[src/rtl/qtgc_pkg.sv]
// Package holding the codes, types and grammar tables of the query token grammar checker.
package qtgc_pkg;

  localparam logic [4:0] TK_SELECT  = 5'd0;
  localparam logic [4:0] TK_PUT     = 5'd1;
  localparam logic [4:0] TK_DELETE  = 5'd2;
  localparam logic [4:0] TK_CREATE  = 5'd3;
  localparam logic [4:0] TK_DROP    = 5'd4;
  localparam logic [4:0] TK_ADD     = 5'd5;
  localparam logic [4:0] TK_REMOVE  = 5'd6;
  localparam logic [4:0] TK_DATA    = 5'd7;
  localparam logic [4:0] TK_COUNT   = 5'd8;
  localparam logic [4:0] TK_AVG     = 5'd9;
  localparam logic [4:0] TK_SUM     = 5'd10;
  localparam logic [4:0] TK_MIN     = 5'd11;
  localparam logic [4:0] TK_MAX     = 5'd12;
  localparam logic [4:0] TK_FROM    = 5'd13;
  localparam logic [4:0] TK_INTO    = 5'd14;
  localparam logic [4:0] TK_TAGS    = 5'd15;
  localparam logic [4:0] TK_TABLE   = 5'd16;
  localparam logic [4:0] TK_TO      = 5'd17;
  localparam logic [4:0] TK_ALL     = 5'd18;
  localparam logic [4:0] TK_BETWEEN = 5'd19;
  localparam logic [4:0] TK_AT      = 5'd20;
  localparam logic [4:0] TK_AND     = 5'd21;
  localparam logic [4:0] TK_WHERE   = 5'd22;
  localparam logic [4:0] TK_COMMA   = 5'd23;
  localparam logic [4:0] TK_EQUAL   = 5'd24;
  localparam logic [4:0] TK_SEMI    = 5'd25;
  localparam logic [4:0] TK_IDENT   = 5'd26;
  localparam logic [4:0] TK_NUMBER  = 5'd27;
  localparam logic [4:0] TK_EOF     = 5'd28;

  localparam logic [4:0] EXP_NONE       = 5'd0;
  localparam logic [4:0] EXP_QUERY_WORD = 5'd29;
  localparam logic [4:0] EXP_SEL_TYPE   = 5'd30;
  localparam logic [4:0] EXP_SEL_CLAUSE = 5'd31;

  localparam logic [3:0] ROLE_KEYWORD   = 4'd0;
  localparam logic [3:0] ROLE_METRIC    = 4'd1;
  localparam logic [3:0] ROLE_TABLE     = 4'd2;
  localparam logic [3:0] ROLE_TAG_KEY   = 4'd3;
  localparam logic [3:0] ROLE_TAG_VALUE = 4'd4;
  localparam logic [3:0] ROLE_STAMP     = 4'd5;
  localparam logic [3:0] ROLE_START     = 4'd6;
  localparam logic [3:0] ROLE_END       = 4'd7;
  localparam logic [3:0] ROLE_VALUE     = 4'd8;
  localparam logic [3:0] ROLE_SEL_TYPE  = 4'd9;
  localparam logic [3:0] ROLE_QUERY_END = 4'd10;
  localparam logic [3:0] ROLE_INPUT_END = 4'd11;

  localparam logic [2:0] QK_NONE = 3'd7;

  localparam logic [5:0] POS_START      = 6'd0;
  localparam logic [5:0] POS_AFTER_SEMI = 6'd1;
  localparam logic [5:0] POS_COUNT      = 6'd41;
  localparam logic [5:0] POS_QUERY_END  = 6'd63;

  typedef enum logic [2:0] {
    ST_RUN  = 3'b001,
    ST_FAIL = 3'b010,
    ST_DONE = 3'b100
  } status_e;

  typedef struct packed {
    logic [5:0] pos;
    logic [2:0] query;
    status_e    status;
  } gstate_t;

  typedef struct packed {
    logic       accepted;
    logic [2:0] query_kind;
    logic [3:0] token_role;
    logic       syntax_error;
    logic [4:0] expected_class;
    logic       parse_done;
  } result_t;

  typedef struct packed {
    logic       hit;
    logic [3:0] role;
    logic [5:0] next;
  } rule_t;

  localparam gstate_t GSTATE_RESET = '{pos: POS_START, query: QK_NONE, status: ST_RUN};

  function automatic rule_t rule_lookup(input logic [5:0] pos, input logic [4:0] tok);
    rule_t r;
    r = '{hit: 1'b0, role: ROLE_KEYWORD, next: POS_START};
    case (pos)
      6'd0: begin
        case (tok)
          TK_SELECT: r = '{1'b1, ROLE_KEYWORD, 6'd2};
          TK_PUT:    r = '{1'b1, ROLE_KEYWORD, 6'd16};
          TK_DELETE: r = '{1'b1, ROLE_KEYWORD, 6'd22};
          TK_CREATE: r = '{1'b1, ROLE_KEYWORD, 6'd26};
          TK_DROP:   r = '{1'b1, ROLE_KEYWORD, 6'd31};
          TK_ADD:    r = '{1'b1, ROLE_KEYWORD, 6'd34};
          TK_REMOVE: r = '{1'b1, ROLE_KEYWORD, 6'd38};
          default:   r.hit = 1'b0;
        endcase
      end
      6'd2: begin
        case (tok) inside
          TK_DATA, TK_COUNT, TK_AVG, TK_SUM, TK_MIN, TK_MAX:
            r = '{1'b1, ROLE_SEL_TYPE, 6'd3};
          default: r.hit = 1'b0;
        endcase
      end
      6'd3:  if (tok == TK_IDENT)  r = '{1'b1, ROLE_METRIC, 6'd4};
      6'd4:  if (tok == TK_FROM)   r = '{1'b1, ROLE_KEYWORD, 6'd5};
      6'd5:  if (tok == TK_IDENT)  r = '{1'b1, ROLE_TABLE, 6'd6};
      6'd6: begin
        case (tok)
          TK_ALL:     r = '{1'b1, ROLE_KEYWORD, 6'd11};
          TK_BETWEEN: r = '{1'b1, ROLE_KEYWORD, 6'd7};
          TK_AT:      r = '{1'b1, ROLE_KEYWORD, 6'd10};
          default:    r.hit = 1'b0;
        endcase
      end
      6'd7:  if (tok == TK_NUMBER) r = '{1'b1, ROLE_START, 6'd8};
      6'd8:  if (tok == TK_AND)    r = '{1'b1, ROLE_KEYWORD, 6'd9};
      6'd9:  if (tok == TK_NUMBER) r = '{1'b1, ROLE_END, 6'd11};
      6'd10: if (tok == TK_NUMBER) r = '{1'b1, ROLE_STAMP, 6'd11};
      6'd11: begin
        if (tok == TK_WHERE)     r = '{1'b1, ROLE_KEYWORD, 6'd12};
        else if (tok == TK_SEMI) r = '{1'b1, ROLE_QUERY_END, POS_QUERY_END};
      end
      6'd12: if (tok == TK_IDENT)  r = '{1'b1, ROLE_TAG_KEY, 6'd13};
      6'd13: if (tok == TK_EQUAL)  r = '{1'b1, ROLE_KEYWORD, 6'd14};
      6'd14: if (tok == TK_IDENT)  r = '{1'b1, ROLE_TAG_VALUE, 6'd15};
      6'd15: begin
        if (tok == TK_COMMA)     r = '{1'b1, ROLE_KEYWORD, 6'd12};
        else if (tok == TK_SEMI) r = '{1'b1, ROLE_QUERY_END, POS_QUERY_END};
      end
      6'd16: if (tok == TK_IDENT)  r = '{1'b1, ROLE_METRIC, 6'd17};
      6'd17: if (tok == TK_NUMBER) r = '{1'b1, ROLE_STAMP, 6'd18};
      6'd18: if (tok == TK_NUMBER) r = '{1'b1, ROLE_VALUE, 6'd19};
      6'd19: if (tok == TK_INTO)   r = '{1'b1, ROLE_KEYWORD, 6'd20};
      6'd20: if (tok == TK_IDENT)  r = '{1'b1, ROLE_TABLE, 6'd21};
      6'd21: begin
        if (tok == TK_TAGS)      r = '{1'b1, ROLE_KEYWORD, 6'd12};
        else if (tok == TK_SEMI) r = '{1'b1, ROLE_QUERY_END, POS_QUERY_END};
      end
      6'd22: if (tok == TK_IDENT)  r = '{1'b1, ROLE_METRIC, 6'd23};
      6'd23: if (tok == TK_NUMBER) r = '{1'b1, ROLE_STAMP, 6'd24};
      6'd24: if (tok == TK_FROM)   r = '{1'b1, ROLE_KEYWORD, 6'd25};
      6'd25: if (tok == TK_IDENT)  r = '{1'b1, ROLE_TABLE, 6'd21};
      6'd26: if (tok == TK_TABLE)  r = '{1'b1, ROLE_KEYWORD, 6'd27};
      6'd27: if (tok == TK_IDENT)  r = '{1'b1, ROLE_TABLE, 6'd28};
      6'd28: begin
        if (tok == TK_TAGS)      r = '{1'b1, ROLE_KEYWORD, 6'd29};
        else if (tok == TK_SEMI) r = '{1'b1, ROLE_QUERY_END, POS_QUERY_END};
      end
      6'd29: if (tok == TK_IDENT)  r = '{1'b1, ROLE_TAG_KEY, 6'd30};
      6'd30: begin
        if (tok == TK_COMMA)     r = '{1'b1, ROLE_KEYWORD, 6'd29};
        else if (tok == TK_SEMI) r = '{1'b1, ROLE_QUERY_END, POS_QUERY_END};
      end
      6'd31: if (tok == TK_TABLE)  r = '{1'b1, ROLE_KEYWORD, 6'd32};
      6'd32: if (tok == TK_IDENT)  r = '{1'b1, ROLE_TABLE, 6'd33};
      6'd33: if (tok == TK_SEMI)   r = '{1'b1, ROLE_QUERY_END, POS_QUERY_END};
      6'd34: if (tok == TK_TAGS)   r = '{1'b1, ROLE_KEYWORD, 6'd35};
      6'd35: if (tok == TK_IDENT)  r = '{1'b1, ROLE_TAG_KEY, 6'd36};
      6'd36: begin
        if (tok == TK_COMMA)   r = '{1'b1, ROLE_KEYWORD, 6'd35};
        else if (tok == TK_TO) r = '{1'b1, ROLE_KEYWORD, 6'd37};
      end
      6'd37: if (tok == TK_IDENT)  r = '{1'b1, ROLE_TABLE, 6'd33};
      6'd38: if (tok == TK_TAGS)   r = '{1'b1, ROLE_KEYWORD, 6'd39};
      6'd39: if (tok == TK_IDENT)  r = '{1'b1, ROLE_TAG_KEY, 6'd40};
      6'd40: begin
        if (tok == TK_COMMA)     r = '{1'b1, ROLE_KEYWORD, 6'd39};
        else if (tok == TK_FROM) r = '{1'b1, ROLE_KEYWORD, 6'd37};
      end
      default: r.hit = 1'b0;
    endcase
    return r;
  endfunction

  function automatic logic [4:0] expect_lookup(input logic [5:0] pos);
    logic [4:0] e;
    case (pos) inside
      6'd0, 6'd1: e = EXP_QUERY_WORD;
      6'd2:       e = EXP_SEL_TYPE;
      6'd6:       e = EXP_SEL_CLAUSE;
      6'd3, 6'd5, 6'd12, 6'd14, 6'd16, 6'd20, 6'd22, 6'd25, 6'd27, 6'd29, 6'd32, 6'd35,
      6'd37, 6'd39:
                  e = TK_IDENT;
      6'd7, 6'd9, 6'd10, 6'd17, 6'd18, 6'd23:
                  e = TK_NUMBER;
      6'd11, 6'd15, 6'd21, 6'd28, 6'd30, 6'd33:
                  e = TK_SEMI;
      6'd4, 6'd24, 6'd40:
                  e = TK_FROM;
      6'd8:       e = TK_AND;
      6'd13:      e = TK_EQUAL;
      6'd19:      e = TK_INTO;
      6'd26, 6'd31:
                  e = TK_TABLE;
      6'd34, 6'd38:
                  e = TK_TAGS;
      6'd36:      e = TK_TO;
      default:    e = EXP_QUERY_WORD;
    endcase
    return e;
  endfunction

endpackage

[src/rtl/qtgc_step.sv]
// Combinational grammar step: next parser state and result word for one token.
module qtgc_step (
  input  qtgc_pkg::gstate_t state_i,
  input  logic [4:0]        token_kind_i,
  input  logic              stream_end_i,
  output qtgc_pkg::gstate_t state_o,
  output qtgc_pkg::result_t result_o
);
  import qtgc_pkg::*;

  logic [5:0] pos;
  logic [5:0] pos_eff;
  rule_t      rule;
  logic [2:0] kind;

  assign pos     = (state_i.pos >= POS_COUNT) ? POS_START : state_i.pos;
  assign pos_eff = (pos == POS_AFTER_SEMI) ? POS_START : pos;
  assign rule    = rule_lookup(pos_eff, token_kind_i);
  assign kind    = (pos_eff == POS_START) ? token_kind_i[2:0] : state_i.query;

  always_comb begin
    result_o = '{accepted: 1'b0, query_kind: state_i.query, token_role: ROLE_KEYWORD,
                 syntax_error: 1'b0, expected_class: EXP_NONE, parse_done: 1'b0};
    state_o  = state_i;
    unique case (state_i.status)
      ST_DONE: begin
        result_o.query_kind = QK_NONE;
        result_o.parse_done = 1'b1;
        if (stream_end_i) state_o = GSTATE_RESET;
      end
      ST_FAIL: begin
        if (stream_end_i) state_o = GSTATE_RESET;
      end
      ST_RUN: begin
        if (stream_end_i) begin
          if (pos == POS_AFTER_SEMI) begin
            result_o.accepted   = 1'b1;
            result_o.query_kind = QK_NONE;
            result_o.token_role = ROLE_INPUT_END;
            result_o.parse_done = 1'b1;
          end else begin
            result_o.syntax_error   = 1'b1;
            result_o.expected_class = expect_lookup(pos);
          end
          state_o = GSTATE_RESET;
        end else if (pos == POS_AFTER_SEMI && token_kind_i == TK_EOF) begin
          result_o.accepted   = 1'b1;
          result_o.query_kind = QK_NONE;
          result_o.token_role = ROLE_INPUT_END;
          result_o.parse_done = 1'b1;
          state_o.status      = ST_DONE;
        end else if (rule.hit) begin
          result_o.accepted   = 1'b1;
          result_o.query_kind = kind;
          result_o.token_role = rule.role;
          if (rule.next == POS_QUERY_END) begin
            state_o.query = QK_NONE;
            state_o.pos   = POS_AFTER_SEMI;
          end else begin
            state_o.query = kind;
            state_o.pos   = rule.next;
          end
        end else begin
          result_o.syntax_error   = 1'b1;
          result_o.expected_class = expect_lookup(pos_eff);
          state_o.pos             = pos_eff;
          state_o.status          = ST_FAIL;
        end
      end
      default: state_o = GSTATE_RESET;
    endcase
  end

endmodule

[config.mk]
export PLATFORM = sky130hd
export DESIGN_NAME = qtgc_step
export DESIGN_NICKNAME = d
export VERILOG_FILES = /design/src/rtl/qtgc_pkg.sv /design/src/rtl/qtgc_step.sv
export SDC_FILE = /design/constraint.sdc
export NUM_CORES = 1
export LEC_CHECK = 0
export ABC_AREA = 1
export BUFFER_PORTS_ARGS = -buffer_cell sky130_fd_sc_hd__buf_2
export CAP_MARGIN = 25
export CORE_UTILIZATION = 42
export DETAILED_ROUTE_END_ITERATION = 16
export PLACE_DENSITY = 0.64
export SLEW_MARGIN = 30
export SYNTH_ARGS = -nofsm -noshare
export SYNTH_HDL_FRONTEND = slang
export SYNTH_SLANG_ARGS = --single-unit
[constraint.sdc]
create_clock -name vclk -period 2.8
set_clock_uncertainty 0.15 [all_clocks]
set_input_delay 0.14 -clock vclk [all_inputs]
set_output_delay 0.14 -clock vclk [all_outputs]
set_load 0.03 [all_outputs]
==> results.sh, run 1 <==
export IMPL_timing_hold_ws_ns=0.523
export IMPL_synth_area_top_cells="sky130_fd_sc_hd__nand2_1 22%, sky130_fd_sc_hd__nand3_1 17%, sky130_fd_sc_hd__nor2_1 10%, sky130_fd_sc_hd__inv_1 9.5%, sky130_fd_sc_hd__nand4_1 9.0%"
export IMPL_routed_wire_length_per_instance_um=20.0
export IMPL_ff_latch_area_um2=0
export IMPL_detailed_place_hpwl_mm=9.98
export IMPL_share_of_final_layout_standard_cells_stronger_than_drive_strength_1=0.351
export IMPL_drtPass1Iterations=8
export IMPL_route_antenna_remaining_nets=0
export IMPL_numSequentialCells=0
export IMPL_timing_final_crit_share=1.03
export IMPL_crit_path_top_delay_cell="sky130_fd_sc_hd__nand4_1"
export IMPL_whs_path_depth=4
export IMPL_count_of_standard_cell_rows=27
export IMPL_post_synth_mux_area_share=0
export IMPL_worst_setup_slack_before_clock_tree_synthesis_ns=-0.161
export IMPL_number_of_antenna_repair_diodes=0
export IMPL_routabilityCongestion=1.01
export IMPL_p_leak_uw=0.00217
export IMPL_synth_sequential_area_ratio=0
export IMPL_hp_class="in -> out"
export IMPL_most_frequent_cells_in_the_layout="121 x sky130_fd_sc_hd__nand2_1, 89 x sky130_fd_sc_hd__buf_4, 74 x sky130_fd_sc_hd__nand3_1"
export IMPL_cp_num_buf_inv=6
export IMPL_dp_cells=684
export IMPL_routed_wirelength_mm=14.3
export IMPL_via_per_inst=6.42
export IMPL_share_of_the_synthesized_area_in_compound_gates_ao_oa_aoi_oai=0.167
export IMPL_synth_top_cell_area_share=0.217
export IMPL_initialDrtViolationCount=967
export IMPL_number_of_fill_cells=481
export IMPL_clock_buffers=0
export IMPL_setup_crit_start_kind="input pin"
export IMPL_core_um2=5540
export IMPL_layout_cells_most_common="sky130_fd_sc_hd__nand2_1"
export IMPL_synthToLayoutAreaGrowth_pct=57.8
export IMPL_outcome="finished with violations"
export IMPL_sum_of_overflow_across_all_layers_after_global_routing=0
export IMPL_post_synth_cell_area_avg_um2=4.77
export IMPL_max_cap_violations=0
export IMPL_synthDistinctLibCells=35
export IMPL_ports_placed_on_the_boundary=45
export IMPL_worstSetupStartpoint="state_i[9]"
export IMPL_cpLargestDelayFamily="simple AND/OR/NAND/NOR gates"
export IMPL_drt_drc_violations_left=0
export IMPL_die_width_um=78.2
export IMPL_worstMarginPinSlew_ns=0.616
export IMPL_gr_usage_total=0.398
export IMPL_timing_hold_worst_start="state_i[11]"
export IMPL_setup_tns_ns=-0.723
export IMPL_post_layout_nonfiller_instances=713
export IMPL_synth_top_family_by_area="simple AND/OR/NAND/NOR gates"
export IMPL_initial_core_utilization=0.440
export IMPL_cp_depth=18
export IMPL_worst_stage_delay_on_the_critical_path_ns=0.27
export IMPL_crit_chain="clkbuf_4, nand2_2, inv_2, nand3_4, buf_12, nand3_4, buf_12, inv_6, nand4_1, nand3_1, nor2_2, nand4_1, nand2_4, nand2_1, nand2_1, nand3_1, nand2_1, buf_4"
export IMPL_rsz_0062_raised_after_global_routing="yes"
export IMPL_syn_instance_count=512
export IMPL_postSynthNetCount=530
export IMPL_number_of_global_route_vias_before_repair=3764
export IMPL_criticalPathCategory="in -> out"
export IMPL_fin_crit_ns=2.88
export IMPL_final_setup_worst_slack_ns=-0.0779
export IMPL_fin_util=0.695
export IMPL_cpMostUsedCell="sky130_fd_sc_hd__nand2_1"
export IMPL_grt_first_pass_wirelength_mm=19.1
export IMPL_die_area_um2=6120
export IMPL_synth_simple_area_share=0.686
export IMPL_hold_viol=0
export IMPL_ctsHoldBuffers=0
export IMPL_largest_net_degree_at_the_start_of_global_routing=20
export IMPL_endpoint_kind="primary output"
export IMPL_worstPathMaxFanout=8
export IMPL_ys_warnings_count=0
export IMPL_violated_checks="setup timing"
export IMPL_initial_antenna_violation_count=0
export IMPL_route_vias_total=4579
export IMPL_timing_fmax_ghz=0.347
export IMPL_synth_largest_area_cell="sky130_fd_sc_hd__nand2_1"
export IMPL_powerDensity_nw_per_um2=143
export IMPL_io_buffers=45
export IMPL_cp_arrival_ns=2.59
export IMPL_timing_max_slew_rel_slack=0.586
export IMPL_worst_endpoint_required_ns=2.51
export IMPL_final_max_slew_violation_count=0
export IMPL_vdd_ir_drop_worst_mv=0.100
export IMPL_synthAdderAreaFrac=0
export IMPL_post_synth_xor_xnor_area=0
export IMPL_setup_viol=15
export IMPL_die_h_um=78.2
export IMPL_synthesis_area_um2=2440
export IMPL_final_nets=661
[what timing repair did]
item                                    in CTS  in global routing
resized for setup                           13                113
pin swaps                                    3                 43
endpoints found under the setup margin      18                 24
gates cloned                                 1                  3
setup buffers                                1                 24
[tightest hold or removal path, stage by stage]
cell                      delay [ns]
sky130_fd_sc_hd__buf_6          0.11
sky130_fd_sc_hd__nand3_1        0.08
sky130_fd_sc_hd__nand2_1        0.08
sky130_fd_sc_hd__buf_6          0.13
[per-layer routing]
| layer | up-vias | global-route usage | wire length (µm) |
|---|---|---|---|
| met4 | 0 | 0.139 | 1000 |
| li1 | 2017 | - | - |
| met2 | 443 | 0.639 | 6150 |
| met3 | 115 | 0.0570 | 1990 |
| met1 | 2004 | 0.537 | 5100 |
| met5 | - | 0 | 0 |
[through the flow]
step / cell area, µm² / total power (µW)
detailed placement: 3200 / 417
global route: 3850 / 575
floorplan: 2440 / 263
global placement: 3200 / 412
finish: 3850 / 551
CTS: 3260 / 429
[cells by family after synthesis]
| family | count (synthesis) |
|---|---|
| AND/OR/NAND/NOR | 365 |
| buffers and inverters | 84 |
| AO/OA/AOI/OAI | 63 |
[where the power goes]
part / total (µW) / switching [µW] / leakage, µW / internal (µW)
Sequential: 0 / 0 / 0 / 0
Clock: 0 / 0 / 0 / 0
Combinational: 551 / 353 / 0.00217 / 197
[synth_stat cells (all sizes together)]
| cell | number |
|---|---|
| inv | 68 |
| nor3 | 19 |
| a31oi | 2 |
| clkbuf | 6 |
| nand3 | 88 |
| a211oi | 1 |
| a41oi | 1 |
| nand3b | 3 |
| o21bai | 1 |
| o21ai | 27 |
| buf | 10 |
| nor2 | 71 |
| a21oi | 16 |
| nor4 | 3 |
| nand4 | 37 |
| a311oi | 1 |
| and3 | 2 |
| o41ai | 1 |
| o211ai | 6 |
| o2111ai | 3 |
| nand2 | 142 |
| a21boi | 3 |
| o22ai | 1 |
[cell type report]
type	instances	area, µm²	area share
multi-input combinational	429	2360	0.612
timing repair inverter	3	25.0	0.00650
timing repair buffer	141	1100	0.287
tap	72	90.1	0.0234
inverter	68	273	0.0708
[worst paths after layout]
path,end,slack [ns]
max,state_o[10],-0.08
min,state_o[11],0.52
Power figures use the tool's default switching activity.
==> run 2: changes to the inputs <==
clock period = 2.74 ns   (was 2.8 ns; I/O delays follow)
==> results.sh, run 2 (same netlist as run 1, synthesis figures left out) <==
export IMPL_hp_class="in -> out"
export IMPL_timing_hold_ws_ns=0.539
export IMPL_whs_path_depth=4
export IMPL_setup_crit_start_kind="input pin"
export IMPL_number_of_antenna_repair_diodes=0
export IMPL_final_nets=673
export IMPL_violated_checks="setup timing"
export IMPL_initial_core_utilization=0.440
export IMPL_detailed_place_hpwl_mm=10.1
export IMPL_via_per_inst=6.14
export IMPL_worstPathMaxFanout=7
export IMPL_p_sw_frac=0.618
export IMPL_sum_of_overflow_across_all_layers_after_global_routing=0
export IMPL_drtPass1Iterations=6
export IMPL_routed_wire_length_per_instance_um=18.0
export IMPL_post_layout_nonfiller_instances=725
export IMPL_die_h_um=78.2
export IMPL_initial_antenna_violation_count=0
export IMPL_final_setup_worst_slack_ns=-0.0372
export IMPL_gr_usage_total=0.395
export IMPL_worst_endpoint_required_ns=2.45
export IMPL_clock_buffers=0
export IMPL_layout_cells_most_common="sky130_fd_sc_hd__nand2_1"
export IMPL_worstMarginPinSlew_ns=0.619
export IMPL_power_frac_comb=1.000
export IMPL_timing_max_slew_rel_slack=0.584
export IMPL_max_cap_violations=0
export IMPL_ports_placed_on_the_boundary=45
export IMPL_numSequentialCells=0
export IMPL_initialDrtViolationCount=562
export IMPL_hold_viol=0
export IMPL_total_switching_power_uw=343
export IMPL_share_of_final_layout_standard_cells_stronger_than_drive_strength_1=0.343
export IMPL_count_of_standard_cell_rows=27
export IMPL_endpoint_kind="primary output"
export IMPL_cp_arrival_ns=2.49
export IMPL_route_antenna_remaining_nets=0
export IMPL_timing_fmax_ghz=0.360
export IMPL_pwr_share_clk=0
export IMPL_fin_crit_ns=2.78
export IMPL_ff_latch_area_um2=0
export IMPL_largest_net_degree_at_the_start_of_global_routing=19
export IMPL_timing_final_crit_share=1.01
export IMPL_vdd_ir_drop_worst_mv=0.0920
export IMPL_die_width_um=78.2
export IMPL_core_um2=5540
export IMPL_final_max_slew_violation_count=0
export IMPL_synthToLayoutAreaGrowth_pct=57.9
export IMPL_power_share_sequential=0
export IMPL_io_buffers=45
export IMPL_outcome="finished with violations"
export IMPL_criticalPathCategory="in -> out"
export IMPL_dp_cells=708
export IMPL_drt_drc_violations_left=0
export IMPL_holdPathEnd="state_o[11]"
export IMPL_ctsHoldBuffers=0
export IMPL_number_of_global_route_vias_before_repair=3921
export IMPL_int_power_uw=212
export IMPL_route_vias_total=4448
export IMPL_powerDensity_nw_per_um2=144
export IMPL_worstSetupStartpoint="state_i[7]"
export IMPL_die_area_um2=6120
export IMPL_grt_first_pass_wirelength_mm=19.0
export IMPL_setup_viol=2
export IMPL_routed_wirelength_mm=13.0
export IMPL_most_frequent_cells_in_the_layout="131 x sky130_fd_sc_hd__nand2_1, 113 x sky130_fd_sc_hd__buf_4, 74 x sky130_fd_sc_hd__nand3_1"
export IMPL_routabilityCongestion=1.16
export IMPL_p_leak_uw=0.00219
export IMPL_timing_hold_worst_start="state_i[11]"
## run 2: cell types whose count changed in the layout (fill, tap and decap cells not counted), sizes merged
cell	change
clkinv	-2
inv	-2
nand3	-1
clkinvlp	+1
clkbuf	-2
buf	+18
## run 2: layout make-up
class                           instances  area [µm²]
Timing Repair Buffer                  157        1170
Fill cell                             508        1690
Inverter                               68         272
Multi-Input combinational cell        428        2320
Tap cell                               72        90.1
## run 2: routing by layer
metal  global-route usage  vias to the layer above  wire length [µm]
li1                     -                     2022                 -
met1                0.522                     1975              4970
met2                0.608                      367              5640
met3               0.0709                       84              1540
met4                0.202                        0               891
met5                    0                        -                 0
## run 2: worst max-delay path by stage
stage | slack, ns | end | cells after the start
2_1_floorplan | 0.18 | result_o[7] | 12
3_3_place_gp | -0.29 | state_o[5] | 17
3_5_place_dp | -0.20 | state_o[3] | 18
4_1_cts | 0.006 | state_o[10] | 17
5_1_grt | -0.10 | result_o[3] | 16
6_report | -0.04 | result_o[3] | 16
## run 2: timing repair
item / 4_1_cts / 5_1_grt
endpoints found under the setup margin: 23 / 23
buffers inserted: 4 / 14
pin swaps: 4 / 30
resized for setup: 14 / 90
## run 2: power by group through the flow
stage | combinational (µW) | clock, µW | sequential, µW
2_1_floorplan | 268 | 0 | 0
4_1_cts | 471 | 0 | 0
3_5_place_dp | 452 | 0 | 0
5_1_grt | 589 | 0 | 0
3_3_place_gp | 448 | 0 | 0
6_report | 556 | 0 | 0
## run 2: stage by stage
step	TNS [ns]	util	worst slack, ns	area, µm²	power, µW
finish	-0.0662	0.696	-0.0372	3850	556
global route	-0.762	0.696	-0.102	3850	589
CTS	0	0.626	0.00564	3470	471
detailed placement	-2.40	0.609	-0.198	3380	452
global placement	-3.29	0.609	-0.294	3380	448
floorplan	0	-	0.178	2440	268
## run 2: critical path: stages
cell and delay (ns):
sky130_fd_sc_hd__buf_2 0.10, sky130_fd_sc_hd__inv_1 0.06, sky130_fd_sc_hd__nand2_1 0.16, sky130_fd_sc_hd__nand3_4 0.19, sky130_fd_sc_hd__buf_4 0.20, sky130_fd_sc_hd__nand3_2 0.14, sky130_fd_sc_hd__nor2_2 0.08, sky130_fd_sc_hd__buf_4 0.14
sky130_fd_sc_hd__inv_1 0.10, sky130_fd_sc_hd__nand3_2 0.12, sky130_fd_sc_hd__nor2_4 0.16, sky130_fd_sc_hd__nand4_1 0.20, sky130_fd_sc_hd__nor3_2 0.27, sky130_fd_sc_hd__nand3_1 0.10, sky130_fd_sc_hd__a21oi_1 0.14, sky130_fd_sc_hd__buf_4 0.18
==> run 3: changes to the inputs <==
CORE_ASPECT_RATIO = 1.25   (was unset)
==> results.sh, run 3 (same netlist as run 1, synthesis figures left out) <==
export IMPL_outcome="finished with violations"
export IMPL_violated_checks="setup timing"
export IMPL_drtPass1Iterations=5
export IMPL_setup_tns_ns=-0.661
export IMPL_numSequentialCells=0
export IMPL_p_leak_uw=0.00227
export IMPL_io_buffers=45
export IMPL_worstMarginPinSlew_ns=0.584
export IMPL_number_of_fill_cells=478
export IMPL_timing_hold_ws_ns=0.517
export IMPL_dp_cells=706
export IMPL_timing_fmax_ghz=0.349
export IMPL_count_of_standard_cell_rows=30
export IMPL_criticalPathCategory="in -> out"
export IMPL_worst_setup_slack_before_clock_tree_synthesis_ns=-0.141
export IMPL_fin_crit_ns=2.86
export IMPL_sum_of_overflow_across_all_layers_after_global_routing=0
export IMPL_rsz_0062_raised_after_global_routing="yes"
export IMPL_worst_endpoint_required_ns=2.45
export IMPL_timing_final_crit_share=1.04
export IMPL_largest_net_degree_at_the_start_of_global_routing=18
export IMPL_post_layout_nonfiller_instances=726
export IMPL_most_frequent_cells_in_the_layout="128 x sky130_fd_sc_hd__nand2_1, 115 x sky130_fd_sc_hd__buf_4, 74 x sky130_fd_sc_hd__nand3_1"
export IMPL_number_of_global_route_vias_before_repair=3969
export IMPL_crit_path_top_delay_cell="sky130_fd_sc_hd__a21oi_4"
export IMPL_initialDrtViolationCount=428
export IMPL_crit_chain="buf_2, inv_2, nand2_4, nand3_4, buf_6, nand2_4, buf_4, nor2_4, nand2_1, o211ai_1, nand2_1, nor2_2, nand2_2, a21oi_4, nand3_4, buf_4, nand2_1, nand3_1, nand2_1, buf_4"
export IMPL_die_area_um2=6120
export IMPL_cp_arrival_ns=2.58
export IMPL_hp_class="in -> out"
export IMPL_final_setup_worst_slack_ns=-0.123
export IMPL_cpLargestDelayFamily="simple AND/OR/NAND/NOR gates"
export IMPL_share_of_final_layout_standard_cells_stronger_than_drive_strength_1=0.375
export IMPL_endpoint_kind="primary output"
export IMPL_layout_cells_most_common="sky130_fd_sc_hd__nand2_1"
export IMPL_ports_placed_on_the_boundary=45
export IMPL_powerDensity_nw_per_um2=145
export IMPL_final_max_slew_violation_count=0
export IMPL_routed_wirelength_mm=13.8
export IMPL_ff_latch_area_um2=0
export IMPL_die_h_um=87.2
export IMPL_cp_num_buf_inv=6
export IMPL_die_width_um=70.2
export IMPL_cpMostUsedCell="sky130_fd_sc_hd__nand2_1"
export IMPL_number_of_antenna_repair_diodes=0
export IMPL_initial_core_utilization=0.442
export IMPL_gr_usage_total=0.395
export IMPL_core_um2=5520
export IMPL_final_nets=682
export IMPL_ctsHoldBuffers=0
export IMPL_multiInputGateArea_um2=2400
export IMPL_clock_buffers=0
export IMPL_vdd_ir_drop_worst_mv=0.102
export IMPL_worst_stage_delay_on_the_critical_path_ns=0.27
export IMPL_routabilityCongestion=1.08
export IMPL_max_cap_violations=0
export IMPL_route_vias_total=4578
export IMPL_setup_crit_start_kind="input pin"
export IMPL_route_antenna_remaining_nets=0
export IMPL_hold_viol=0
export IMPL_worstPathMaxFanout=6
export IMPL_routed_wire_length_per_instance_um=19.0
export IMPL_timing_max_slew_rel_slack=0.608
export IMPL_via_per_inst=6.31
export IMPL_grt_first_pass_wirelength_mm=19.1
export IMPL_synthToLayoutAreaGrowth_pct=65.7
export IMPL_drt_drc_violations_left=0
export IMPL_initial_antenna_violation_count=0
export IMPL_setup_viol=16
export IMPL_detailed_place_hpwl_mm=9.87
==> run 3: cell types whose count changed in the layout (fill, tap and decap cells not counted), moves of 3 or more <==
cell                      change
sky130_fd_sc_hd__buf_6       +10
sky130_fd_sc_hd__nor2_1       -8
sky130_fd_sc_hd__nor2_2       +7
sky130_fd_sc_hd__a21oi_1      -5
sky130_fd_sc_hd__buf_2        -5
sky130_fd_sc_hd__a21oi_2      +4
sky130_fd_sc_hd__nand2_1      -3
sky130_fd_sc_hd__o21ai_1      -3
==> run 3: what timing repair did <==
item / CTS / global route
setup endpoints to repair: 20 / 24
setup buffers: 8 / 11
pin swaps: 5 / 30
gates cloned: 0 / 1
endpoints found under the hold margin: 0 / 0
gates resized for setup: 11 / 139
==> run 3: final cells by class <==
cell class | instances | area share
multi-input cells | 429 | 0.594
inverters | 68 | 0.0678
well taps | 64 | 0.0198
repair buffers | 165 | 0.318
==> run 3: per-layer routing <==
metal | part of all wire | vias up | track usage
met5 | 0 | - | 0
met4 | 0.093 | 0 | 0.273
met3 | 0.091 | 120 | 0.0278
met2 | 0.47 | 333 | 0.680
met1 | 0.35 | 2066 | 0.468
li1 | - | 2059 | -
==> run 3: where the power goes <==
| group | total, µW | internal, µW | switching [µW] |
|---|---|---|---|
| registers | 0 | 0 | 0 |
| clock network | 0 | 0 | 0 |
| logic | 585 | 225 | 360 |
| total | 585 | 225 | 360 |
==> run 3: worst paths after layout <==
kind | from | end | cells past startpoint
worst max-delay path | state_i[6] | state_o[6] | 20
worst min-delay path | state_i[0] | state_o[0] | 4
==> run 3: per-stage QoR <==
stage	power [µW]	utilization	instance area [µm²]
3_5_place_dp	458	0.620	3420
5_1_grt	616	0.733	4040
4_1_cts	473	0.637	3520
2_1_floorplan	268	-	2440
6_report	585	0.733	4040
3_3_place_gp	453	0.620	3420
